--- config.mk ---
export PLATFORM = sky130hd
export DESIGN_NAME = csvw_front
export DESIGN_NICKNAME = d
export VERILOG_FILES = /design/src/csvw_pkg.sv /design/src/csvw_front.sv
export SDC_FILE = /design/constraint.sdc
export NUM_CORES = 1
export LEC_CHECK = 0
export BUFFER_PORTS_ARGS = -buffer_cell sky130_fd_sc_hd__buf_2
export CAP_MARGIN = 30
export CORE_MARGIN = 4
export CORE_UTILIZATION = 45
export CTS_CLUSTER_SIZE = 30
export DETAILED_ROUTE_END_ITERATION = 6
export GPL_TIMING_DRIVEN = 0
export PLACE_DENSITY = 0.67
export RECOVER_POWER = 25
export SKIP_LAST_GASP = 1
export SLEW_MARGIN = 20
export SYNTH_ARGS = -nofsm -noshare
export SYNTH_HDL_FRONTEND = slang
export SYNTH_SLANG_ARGS = --single-unit
export TNS_END_PERCENT = 100
--- constraint.sdc ---
create_clock -name clk -period 5.8 [get_ports clk]
set_input_delay 1.45 -clock clk [delete_from_list [all_inputs] [get_ports clk]]
set_output_delay 1.45 -clock clk [all_outputs]
set_load 0.05 [all_outputs]
--- src/csvw_pkg.sv ---
`timescale 1ns / 1ps
// csvw_pkg: shared types, codes and sizes for the csv row width checker
// no dependencies; imported by every module of the block

package csvw_pkg;

    // counter widths
    localparam int COUNT_BITS = 16;
    localparam int ROW_BITS   = 32;

    // result queue between front and back
    localparam int QUEUE_DEPTH = 4;
    localparam int QUEUE_PTR_W = 2;

    // record terminator
    localparam logic [7:0] NEWLINE_BYTE = 8'd10;

    // command codes
    localparam logic [1:0] CMD_START = 2'd0;
    localparam logic [1:0] CMD_DATA  = 2'd1;
    localparam logic [1:0] CMD_END   = 2'd2;

    // result kinds
    localparam logic KIND_BAD  = 1'b0;
    localparam logic KIND_DONE = 1'b1;

    // configuration register indexes
    localparam logic [2:0] REG_DELIMITER = 3'd0;
    localparam logic [2:0] REG_QUOTE     = 3'd1;
    localparam logic [2:0] REG_ESCAPE    = 3'd2;
    localparam logic [2:0] REG_QUOTING   = 3'd3;
    localparam logic [2:0] REG_BACKSLASH = 3'd4;
    localparam logic [2:0] REG_MAX_BAD   = 3'd5;

    // configuration reset values
    localparam logic [7:0] RST_DELIMITER = 8'd44;
    localparam logic [7:0] RST_QUOTE     = 8'd34;
    localparam logic [7:0] RST_ESCAPE    = 8'd92;
    localparam logic       RST_QUOTING   = 1'b1;
    localparam logic       RST_BACKSLASH = 1'b0;
    localparam logic [9:0] RST_MAX_BAD   = 10'd1000;

    // input request
    typedef struct packed {
        logic [1:0]  cmd;
        logic [7:0]  data_byte;
        logic        at_eof;
        logic        seed_inside;
        logic        seed_escaped;
        logic [15:0] seed_carry_delims;
        logic [15:0] seed_expected;
        logic        seed_have_expected;
        logic [31:0] seed_first_row;
    } in_item_t;

    // result request
    typedef struct packed {
        logic        kind;
        logic [31:0] row_number;
        logic        truncated;
        logic        all_valid;
        logic        last_of_run;
    } out_item_t;

    // up to two results pushed by the front in one cycle
    typedef struct packed {
        logic [1:0] n;
        out_item_t  first;
        out_item_t  second;
    } push_t;

endpackage

--- src/csvw_front.sv ---
`timescale 1ns / 1ps
// csvw_front: configuration registers, parse state and byte classification
// depends on csvw_pkg; feeds the result queue

module csvw_front
    import csvw_pkg::*;
(
    input  logic        clk,
    input  logic        rst_n,
    input  logic        cfg_wr_en,
    input  logic [2:0]  cfg_index,
    input  logic [9:0]  cfg_data,
    input  logic        accept,
    input  in_item_t    item,
    output push_t       push
);

    localparam logic [COUNT_BITS-1:0] COUNT_MAX = '1;
    localparam logic [ROW_BITS-1:0]   ROW_MAX   = '1;

    // configuration registers
    logic [7:0] delim_char_reg;
    logic [7:0] quote_char_reg;
    logic [7:0] escape_char_reg;
    logic       quoting_on_reg;
    logic       backslash_reg;
    logic [9:0] max_bad_reg;

    // parse state
    logic                  in_quotes_reg, in_quotes_next;
    logic                  escape_reg, escape_next;
    logic                  content_reg, content_next;
    logic [COUNT_BITS-1:0] delim_reg, delim_next;
    logic [ROW_BITS-1:0]   row_reg, row_next;
    logic                  have_ref_reg, have_ref_next;
    logic [COUNT_BITS-1:0] ref_reg, ref_next;
    logic [9:0]            bad_reg, bad_next;
    logic                  ovf_reg, ovf_next;

    // seed saturation and reported row
    logic [63:0] seed_delims_w;
    logic [63:0] seed_ref_w;
    logic [31:0] seed_row_m1;
    logic [63:0] seed_row_w;
    logic [63:0] rep_row_w;
    logic        quoting;
    logic        bad_end;
    out_item_t   bad_item;
    out_item_t   done_item;

    // configuration writes
    always_ff @(posedge clk or negedge rst_n)
    begin
        if (!rst_n)
        begin
            delim_char_reg  <= RST_DELIMITER;
            quote_char_reg  <= RST_QUOTE;
            escape_char_reg <= RST_ESCAPE;
            quoting_on_reg  <= RST_QUOTING;
            backslash_reg   <= RST_BACKSLASH;
            max_bad_reg     <= RST_MAX_BAD;
        end
        else if (cfg_wr_en)
        begin
            case (cfg_index)
                REG_DELIMITER: delim_char_reg  <= cfg_data[7:0];
                REG_QUOTE:     quote_char_reg  <= cfg_data[7:0];
                REG_ESCAPE:    escape_char_reg <= cfg_data[7:0];
                REG_QUOTING:   quoting_on_reg  <= cfg_data[0];
                REG_BACKSLASH: backslash_reg   <= cfg_data[0];
                REG_MAX_BAD:   max_bad_reg     <= cfg_data;
                default:       ;
            endcase
        end
    end

    // seed values clipped to the counter widths
    always_comb
    begin
        seed_delims_w = 64'(item.seed_carry_delims);
        seed_ref_w    = 64'(item.seed_expected);
        seed_row_m1   = (item.seed_first_row == 32'd0) ? 32'd0
                                                       : item.seed_first_row - 32'd1;
        seed_row_w    = 64'(seed_row_m1);
        rep_row_w     = 64'((row_reg == ROW_MAX) ? row_reg : row_reg + ROW_BITS'(1));
    end

    assign quoting = quoting_on_reg;
    assign bad_end = item.at_eof && !ovf_reg &&
                     (in_quotes_reg ||
                      (content_reg && have_ref_reg && (delim_reg != ref_reg)));

    // classification and state update
    always_comb
    begin
        in_quotes_next = in_quotes_reg;
        escape_next    = escape_reg;
        content_next   = content_reg;
        delim_next     = delim_reg;
        row_next       = row_reg;
        have_ref_next  = have_ref_reg;
        ref_next       = ref_reg;
        bad_next       = bad_reg;
        ovf_next       = ovf_reg;
        push           = '0;

        bad_item.kind        = KIND_BAD;
        bad_item.row_number  = rep_row_w[31:0];
        bad_item.truncated   = 1'b0;
        bad_item.all_valid   = 1'b0;
        bad_item.last_of_run = 1'b1;
        done_item            = '0;

        if (accept)
        begin
            case (item.cmd)
                CMD_START:
                begin
                    in_quotes_next = item.seed_inside;
                    escape_next    = item.seed_escaped;
                    content_next   = 1'b0;
                    delim_next     = (seed_delims_w > 64'(COUNT_MAX)) ? COUNT_MAX
                                     : seed_delims_w[COUNT_BITS-1:0];
                    ref_next       = (seed_ref_w > 64'(COUNT_MAX)) ? COUNT_MAX
                                     : seed_ref_w[COUNT_BITS-1:0];
                    have_ref_next  = item.seed_have_expected;
                    row_next       = (seed_row_w > 64'(ROW_MAX)) ? ROW_MAX
                                     : seed_row_w[ROW_BITS-1:0];
                    bad_next       = 10'd0;
                    ovf_next       = 1'b0;
                end
                CMD_DATA:
                begin
                    if (escape_reg)
                    begin
                        escape_next  = 1'b0;
                        content_next = 1'b1;
                    end
                    else if (quoting && backslash_reg &&
                             item.data_byte == escape_char_reg)
                    begin
                        escape_next  = 1'b1;
                        content_next = 1'b1;
                    end
                    else if (quoting && item.data_byte == quote_char_reg)
                    begin
                        in_quotes_next = !in_quotes_reg;
                        content_next   = 1'b1;
                    end
                    else if (!in_quotes_reg && item.data_byte == delim_char_reg)
                    begin
                        if (delim_reg != COUNT_MAX)
                            delim_next = delim_reg + COUNT_BITS'(1);
                        content_next = 1'b1;
                    end
                    else if (!in_quotes_reg && item.data_byte == NEWLINE_BYTE)
                    begin
                        // record complete: set reference or judge it
                        if (!have_ref_reg)
                        begin
                            have_ref_next = 1'b1;
                            ref_next      = delim_reg;
                        end
                        else if (delim_reg != ref_reg && !ovf_reg)
                        begin
                            if (bad_reg == max_bad_reg)
                                ovf_next = 1'b1;
                            else
                            begin
                                bad_next   = bad_reg + 10'd1;
                                push.n     = 2'd1;
                                push.first = bad_item;
                            end
                        end
                        if (row_reg != ROW_MAX)
                            row_next = row_reg + ROW_BITS'(1);
                        delim_next   = '0;
                        content_next = 1'b0;
                    end
                    else
                        content_next = 1'b1;
                end
                CMD_END:
                begin
                    // open quote or ragged final record at end of file
                    if (bad_end)
                    begin
                        if (bad_reg == max_bad_reg)
                            ovf_next = 1'b1;
                        else
                            bad_next = bad_reg + 10'd1;
                    end
                    done_item.kind        = KIND_DONE;
                    done_item.row_number  = 32'd0;
                    done_item.truncated   = ovf_next;
                    done_item.all_valid   = (bad_next == 10'd0) && !ovf_next;
                    done_item.last_of_run = 1'b1;
                    if (bad_end && bad_reg != max_bad_reg)
                    begin
                        push.n                  = 2'd2;
                        push.first              = bad_item;
                        push.first.last_of_run  = 1'b0;
                        push.second             = done_item;
                    end
                    else
                    begin
                        push.n     = 2'd1;
                        push.first = done_item;
                    end
                end
                default: ;
            endcase
        end
    end

    // parse state registers
    always_ff @(posedge clk or negedge rst_n)
    begin
        if (!rst_n)
        begin
            in_quotes_reg <= 1'b0;
            escape_reg    <= 1'b0;
            content_reg   <= 1'b0;
            delim_reg     <= '0;
            row_reg       <= '0;
            have_ref_reg  <= 1'b0;
            ref_reg       <= '0;
            bad_reg       <= 10'd0;
            ovf_reg       <= 1'b0;
        end
        else
        begin
            in_quotes_reg <= in_quotes_next;
            escape_reg    <= escape_next;
            content_reg   <= content_next;
            delim_reg     <= delim_next;
            row_reg       <= row_next;
            have_ref_reg  <= have_ref_next;
            ref_reg       <= ref_next;
            bad_reg       <= bad_next;
            ovf_reg       <= ovf_next;
        end
    end

endmodule

[Word-level counts from Yosys, hierarchy flattened]
Cells that the tools add are included.
W data, S select, Z words.
Word-level totals
  flip-flop bits (word level): 115
  latch bits: 0
  bits in writable memories: 0
  bits in read-only memories: 0
  output and inout bits: 74
  word-level logic and storage cells: 169
  memories: 0
Operators by class
  $add $sub $neg: 5
  multiply operators: 0
  divide/modulo/power cells: 0
  $lt $le $gt $ge: 3
  eq/ne operators: 29
  shift-type cells: 0
  muxes and demuxes: 82
  bitwise operators: 0
  reduce and logical (&&, ||, !) cells: 35
Operators by type and width (count)
  $mux W37: 8
  $mux W32: 9
  $mux W16: 14
  $mux W10: 11
  $pmux W38 S2: 1
  $mux W74: 1
  $mux W36: 2
  $add A32 B1 Y32 const B: 2
  $pmux W16 S2: 2
  $pmux W32 S2: 1
  $mux W38: 1
  $eq A32 B32 Y1 const B: 1
  $gt A16 B16 Y1 const B: 2
  $gt A32 B32 Y1 const B: 1
  $logic_not A32 Y1: 1
  $ne A32 B32 Y1 const B: 1
  $sub A32 B1 Y32 const B: 1
  $pmux W10 S3: 1
  $mux W1: 26
  $eq A8 B8 Y1: 3
  $ne A2 B2 Y1 const B: 10
  $add A16 B1 Y16 const B: 1
  $ne A16 B16 Y1: 1
  $ne A16 B16 Y1 const B: 1
  25 further kinds: 52

[Longest topological paths before layout]
Gate-level depths: netlist (run 1).
  word-level depth: 12
  gate-level depth with buffers: 10
  depth with buffers taken out: 9

[Worst setup path after synthesis (run 1)]
Ideal clock, no wire load.
  path kind: input port to output port
  start: input item[67] (netlist name)
  end: output push[1] (netlist name)
  arrival time: 3682 ps
  required time: 4350 ps
  setup slack: 668 ps
  stages on the path: 5
  cell sequence: nand3_1 o21a_1 nor4_1 o22ai_1 nor4_1
RTL lines
  start: declaration: line csvw_front.sv:14  | input in_item_t item,
  end: declaration: line csvw_front.sv:15  | output push_t push

==> impl_results.md, run 1 <==
- Max Freq: 178 MHz
- Critical path cell sequence: buf_2, xor2_1, nor4_1, and3_4, nor3_1, nand4bb_1, o21a_1, buf_1, a21oi_1, buf_2
- Die ar.: 0.0211 mm2
- Outcome: finished with violations
- Row Count: 49
- Yosys warns: 0
- Vias in the first global route: ~7,900
- # hold bufs at CTS: 0
- DR pass1 iterations: 6
- Power Density: about 280 mW/mm2
- Multiplexer share of the synthesized area: 0.0705
- GPL Wtd Cong: 0.950
- HPWL after DPL: 19,300 um
- Final Util: 0.555
- Commonest non-fill, non-tap cells in the layout: 143 x buf_2, 107 x nand2_1, 99 x dfrtp_1
- Worst skew pair latency: 0.42 ns
- Endpoints failing hold: 0
- Post-Synth Adder-Cell Area: 0.0118
- Unique cell type count in the Yosys netlist: between 70 and 80
- Worst VDD drop: about 0.00022 V
- Sequential area share after synthesis: 0.342
- Fin. max-slew vios: 118
- Crit path largest cell delay: about 0.6 ns
- Initial antenna violation count: 0
- First-pass GRT wire length: between 40,000 and 50,000 um
- GRT Util Overall: 0.244
- Grt ovf: 0
- Post-Place Cell Area: about 0.0096 mm2
- Root Driver: clkbuf_16
- Simple-Gate Fraction of Synth Area: 0.231
- Critical Path RT: ~4.4 ns
- Compound-Gate Fraction of Synth Area: 0.180
- Finished Cell Area: between 0.01 and 0.015 mm2
- Largest register FFs: 32
- Critical path's slowest cell: nor4_1
- Clk pin slew, worst setup/hold paths: approximately 0.060 ns
- EDFF count, synth: 0
- Post-route ant nets: 0
- Clk sinks: 115
- Buffers added on ports: 133
- Post-synthesis cell count: around 990
- Number of buffers created by CTS: 17
- Leak: ~4.3 nW
- Layout cells sized above 1: 0.240
- Tot Pwr: between 2 and 3 mW
- Post-synth ARST share: 1.00
- Synthesized cell area: between 0.008 and 0.009 mm2
- CTS tree: yes
- DIE WIDTH: 145 um
- Worst Max-Slew Pin Slew: roughly 2.1 ns
- Period utilization: 0.967
- Wire per inst: between 15 and 20 um
- Vias: 8,152
- Depth of the most critical reg-to-reg path: 10
- Initial Util: 0.465
- Max FO, Critical Path: 10
- Setup TNS: 0 ns
- Final setup vio count: 0
- Relative slew slack: -0.430
- Synth Flop Type: dfrtp_1
- RSZ-0062 raised after global routing: false
- Initial DRC count: between 500 and 600
- Arr. time, crit path: between 4 and 5 ns
- H-tree depth: 4
- Failing checks: capacitance limit, slew limit
- Hold Path Cell Cnt: 2
- Final worst slack: 0.189 ns
- Max Cap Violations: 2
- CP Launch Type: input port
- Area delta synth->final: 19.4%
- Die height: around 150 um
- Post-Place Worst Slack: roughly 0.22 ns
- Largest net degree at the start of global routing: 80
- Detailed Route WL: between 20,000 and 30,000 um
- Mean Syn Cell Area: roughly 8.5 um2
- Ports: roughly 170
- Minimum clock period: approximately 5.6 ns
- Post-Synth XOR/XNOR Area: 0.0962
- Clock skew: about 0.012 ns
- Crit end category: output port
- Placeable Area: around 0.018 mm2
- Drc violations: 0
- HP Class: reg2reg
- # diodes: 0
- Commonest non-fill, non-tap cell in the layout: buf_2
- CP Class: in2out
- Synth Register Bits: 115
- Final #Nets: 1,281
- Clock tree buffer depth: 2
- Critical Path Most Common Cell: buf_2
- Largest family of logic cells by synthesized area: simple AND/OR/NAND/NOR gates
- Routed vias/inst: approximately 5.7
==> cell usage after synthesis (5+ instances only) <==
master,number,area share
and2_1,10,0.0074
a21oi_1,53,0.031
dfstp_2,16,0.050
buf_4,35,0.031
nor4_1,25,0.018
o31ai_1,13,0.012
inv_1,18,0.0080
dfrtp_1,99,0.29
buf_1,5,0.0022
o21ai_0,72,0.043
nand2_1,107,0.047
xnor2_1,58,0.060
and3_1,11,0.0081
nor2b_1,8,0.0059
o22ai_1,5,0.0037
a221o_1,15,0.018
a31oi_1,15,0.011
nor3_1,37,0.022
clkbuf_1,38,0.017
o21a_1,6,0.0053
o211ai_1,8,0.0071
mux2i_1,18,0.021
buf_2,11,0.0065
xor2_1,35,0.036
nor3b_1,5,0.0044
mux2_2,37,0.049
or3_1,6,0.0044
or4_1,6,0.0053
nand4_1,23,0.017
ha_1,8,0.012
and4_1,5,0.0052
nand3_1,34,0.020
nor2_1,69,0.031
==> final timing paths <==
kind	end	startpoint	slack, ns
max in group asynchronous	delim_reg[3]$_DFFE_PN0P_	rst_n	1.32
min	content_reg$_DFFE_PN0P_	content_reg$_DFFE_PN0P_	0.48
min reg2reg	content_reg$_DFFE_PN0P_	content_reg$_DFFE_PN0P_	0.48
max reg2reg	row_reg[22]$_DFFE_PN0P_	row_reg[0]$_DFFE_PN0P_	2.15
min in group asynchronous	bad_reg[9]$_DFFE_PN0P_	rst_n	1.65
max	push[41]	item[73]	0.19
==> metal layers <==
metal / vias up / GRT usage / wire (um)
li1: 3946 / - / -
met1: 3798 / 0.330 / 11500
met2: 348 / 0.386 / 11800
met3: 60 / 0.0533 / 1820
met4: 0 / 0.0888 / 711
met5: - / 0 / 0
==> report_power, final <==
group	total [mW]	switching [mW]	internal [mW]
clock	0.981	0.426	0.555
sequential	1.13	0.157	0.973
combinational	0.716	0.406	0.310
total	2.83	0.990	1.84
==> layout make-up <==
class | count | area (um2)
multi-input combinational | 800 | 5140
sequential | 115 | 2900
inverter | 18 | 67.6
clock inverter | 15 | 120
buffer | 92 | 500
clock buffer | 17 | 425
tap | 229 | 287
timing repair buffer | 134 | 669
fill | 1735 | 8100
==> logic make-up (layout without fill, tap and decap cells) <==
family / count (synthesis) / in the layout
AND/OR/NAND/NOR: 377 / 377
other: 1 / 33
AO/OA/AOI/OAI: 234 / 234
adder cells (fa/ha/maj): 8 / 8
XOR/XNOR: 93 / 93
buffers and inverters: 110 / 276
flip-flops: 115 / 115
multiplexers: 55 / 55
==> critical path: cells and delay by family <==
kind | cells | cell delay (ns)
XOR/XNOR | 1 | 0.16
AO/OA/AOI/OAI | 2 | 0.41
AND/OR/NAND/NOR | 4 | 1.20
buffers and inverters | 3 | 0.93
==> per-stage QoR <==
step / hold slack (ns) / std cells
floorplan: 0.451 / 1025
global route: 0.515 / 1420
CTS: 0.485 / 1420
global placement: 0.466 / 1387
finish: 0.481 / 1420
detailed placement: 0.471 / 1388
==> repair_timing <==
item | 4_1_cts | 5_1_grt
gates resized for setup | 0 | 1
setup endpoints to repair | 0 | 6
setup buffers | 0 | 0
Note: power is estimated with default switching activity, not from simulation.
==> inputs of run 2 (changes only) <==
Settings changed: ABC_AREA set to 1, GPL_ROUTABILITY_DRIVEN set to 0, GPL_TIMING_DRIVEN 0 to 1.
==> run 2 against run 1 <==
Net effect: the run still ends with capacitance limit, slew limit left; sequential power about the same; setup slack improved by 0.71 ns; die area increased by 7.0%; largest power group is now clock.
==> impl_results.md, run 2 <==
- Outcome: finished with violations
- Failing checks: capacitance limit, slew limit
- Clock tree buffer depth: 2 (unchanged)
- Period utilization: 0.846 (-0.122)
- Setup TNS: 0 ns (unchanged)
- Largest register FFs: 32 (unchanged)
- CTS tree: yes
- Commonest non-fill, non-tap cell in the layout: nand2_1
- Detailed Route WL: 25,200 um (-2.6%)
- Initial Util: 0.463 (-0.00223)
- Power Density: 298 mW/mm2 (+6.4%)
- Sequential area share after synthesis: 0.319 (-0.0236)
- Post-CTS Repair Setup Buffers: 0 (unchanged)
- Placed Cells: 1,768 (+27%)
- FILL cells: 2,013 (+16%)
- Synth top area share: 0.272 (-0.0202)
- Clk pin slew, worst setup/hold paths: 0.06 ns (about the same)
- Crit end category: output port
- Minimum clock period: 4.90 ns (-0.706 ns)
- Wire per inst: 14.0 um (-23%)
- Commonest non-fill, non-tap cells in the layout: 467 x nand2_1, 146 x nor2_1, 134 x buf_2
- Finished Cell Area: 0.0105 mm2 (+3.8%)
- Mean Syn Cell Area: 6.48 um2 (-24%)
- Initial DRC count: 611 (+9.1%)
- # hold bufs at CTS: 0 (unchanged)
- Max Cap Violations: 1 (-1)
- Number of buffers created by CTS: 17 (unchanged)
- Unique cell type count in the Yosys netlist: 48 (-35%)
- Start point of the worst hold path: max_bad_reg[8]$_DFFE_PN1P_
- Post-synth ARST share: 1.00 (unchanged)
- R2r setup slk: 2.94 ns (+0.79 ns)
- Endpoints failing hold: 0 (unchanged)
- Depth of the most critical reg-to-reg path: 9 (-1)
- Post-Place Cell Area: 0.00983 mm2 (+2.6%)
- CP Class: in2out
- Layout cells sized above 1: 0.168 (-0.0721)
- Terminus of the critical flop-to-flop path: bad_reg[2]$_DFFE_PN0P_
- EDFF count, synth: 0 (unchanged)
- Post-synth top cells: 467 x nand2_1, 146 x nor2_1, 123 x inv_1, 106 x o21ai_0, 99 x dfrtp_1
- Area delta synth->final: 15.4%
- Area used by multi-input combinational logic: 0.00529 mm2 (+2.9%)
- Placeable Area: 0.0197 mm2 (+7.9%)
- Final #Nets: 1,625 (+27%)
- Relative slew slack: -0.0217 (+0.409)
- Post-synthesis cell count: 1,403 (+41%)
- Post-route ant nets: 0 (unchanged)
- CTS-repair resized insts: 0 (unchanged)
- Synthesized cell area: 0.00909 mm2 (+7.4%)
- Yosys top cell by area: dfrtp_1
- Die ar.: 0.0225 mm2 (+7.0%)
- # diodes: 0 (unchanged)
- DIE WIDTH: 150 um (+3.4%)
- HPWL after DPL: 18,800 um (-2.3%)
- Worst VDD drop: 0.000153 V (-29%)
- Initial antenna violation count: 0 (unchanged)
- Worst skew pair latency: 0.43 ns (about the same)
- Max FO, Critical Path: 33 (+23)
- Grt ovf: 0 (unchanged)
- Synth Flop Type: dfrtp_1
- Reg area: 0.00290 mm2 (unchanged)
- Yosys warns: 0 (unchanged)
- Clk sinks: 115 (unchanged)
- Vias in the first global route: 8,371 (+6.4%)
- Fin. max-slew vios: 26 (-78%)
- Hold Path Cell Cnt: 2 (unchanged)
- DR pass1 iterations: 5 (-1)
- Clock skew: 0.0129 ns (+0.000450 ns)
- Count leader, synth: nand2_1
- FF-to-FF Start: in_quotes_reg$_DFFE_PN0P_
- HP Class: reg2reg
- Leak: 5.26 nW (+22%)
- Hold path endpoint: max_bad_reg[8]$_DFFE_PN1P_
- Root Driver: clkbuf_16
- CP Launch Type: input port
- RSZ-0062 raised after global routing: false
- Top cells by area, synth: dfrtp_1 27%, nand2_1 19%, nor2_1 6.0%, o21ai_0 5.8%, inv_1 5.1%
- Die height: 150 um (+3.4%)
- Ports: 169 (unchanged)
- H-tree depth: 4 (unchanged)
- Drc violations: 0 (unchanged)
- Synth Register Bits: 115 (unchanged)
- GRT Util Overall: 0.229 (-0.0150)
- Largest net degree at the start of global routing: 68 (-15%)
- Arr. time, crit path: 3.45 ns (-0.71 ns)
- Final Non-Filler Cells: 1,800 (+27%)
- Buffers added on ports: 135 (+1.5%)
- First-pass GRT wire length: 41,700 um (about the same)
- Routed vias/inst: 5.01 (-13%)
- Final setup vio count: 0 (unchanged)
- Vias: 9,020 (+11%)
- Critical Path RT: 4.35 ns (about the same)
- Worst Max-Slew Pin Slew: 1.53 ns (-0.613 ns)
- Max Freq: 204 MHz (+14%)
- Row Count: 51 (+4.1%)
-- run 2: metal layers --
layer	GRT usage	wire length, um
met5	0	0
met1	0.331	12000
met4	0.0640	357
met2	0.355	11200
met3	0.0370	1630
-- run 2: stage by stage --
step	worst slack, ns	power (mW)	util	hold WS [ns]
2_1_floorplan	0.862	1.73	-	0.453
3_3_place_gp	1.07	1.93	0.498	0.468
3_5_place_dp	0.979	1.94	0.500	0.473
4_1_cts	0.950	3.14	0.534	0.488
5_1_grt	0.619	3.33	0.534	0.510
6_report	0.895	3.12	0.534	0.483
-- run 2: logic make-up after synthesis --
kind of cell | synth area share
muxes | 0.00124
AOI/OAI and AO/OA | 0.125
adders and majority gates | 0.0110
buffers and inverters | 0.113
xor gates and xnor gates | 0.0693
and+or+nand+nor | 0.361
other | 0.000412
DFF | 0.319
-- run 2: layout make-up --
class / count / share of cell area
multi-input combinational: 1099 / 0.504
clock buffer: 20 / 0.0435
tap: 265 / 0.0316
inverter: 146 / 0.0522
sequential: 115 / 0.276
timing repair buffer: 143 / 0.0726
clock inverter: 12 / 0.0193
-- run 2: worst max-delay path by stage --
stage | endpoint | cells after the start | from
after floorplan | push[69] | 8 | item[77]
after global placement | push[42] | 10 | item[75]
after detailed placement | push[43] | 9 | item[67]
after CTS | push[43] | 9 | item[67]
after global routing | push[43] | 9 | item[67]
final | push[43] | 9 | item[67]
-- run 2: critical path, stage by stage --
cell     delay (ns)
buf_2          0.07
inv_1          0.04
nor2_1         0.46
nand2_2        0.32
nor2_1         0.25
nand2_1        0.08
buf_4          0.24
a22oi_1        0.22
buf_2          0.30
-- run 2: where the power goes --
| group | switching, mW | internal [mW] |
|---|---|---|
| clock network | 0.398 | 0.786 |
| logic | 0.520 | 0.280 |
| registers | 0.164 | 0.976 |
| total | 1.08 | 2.04 |
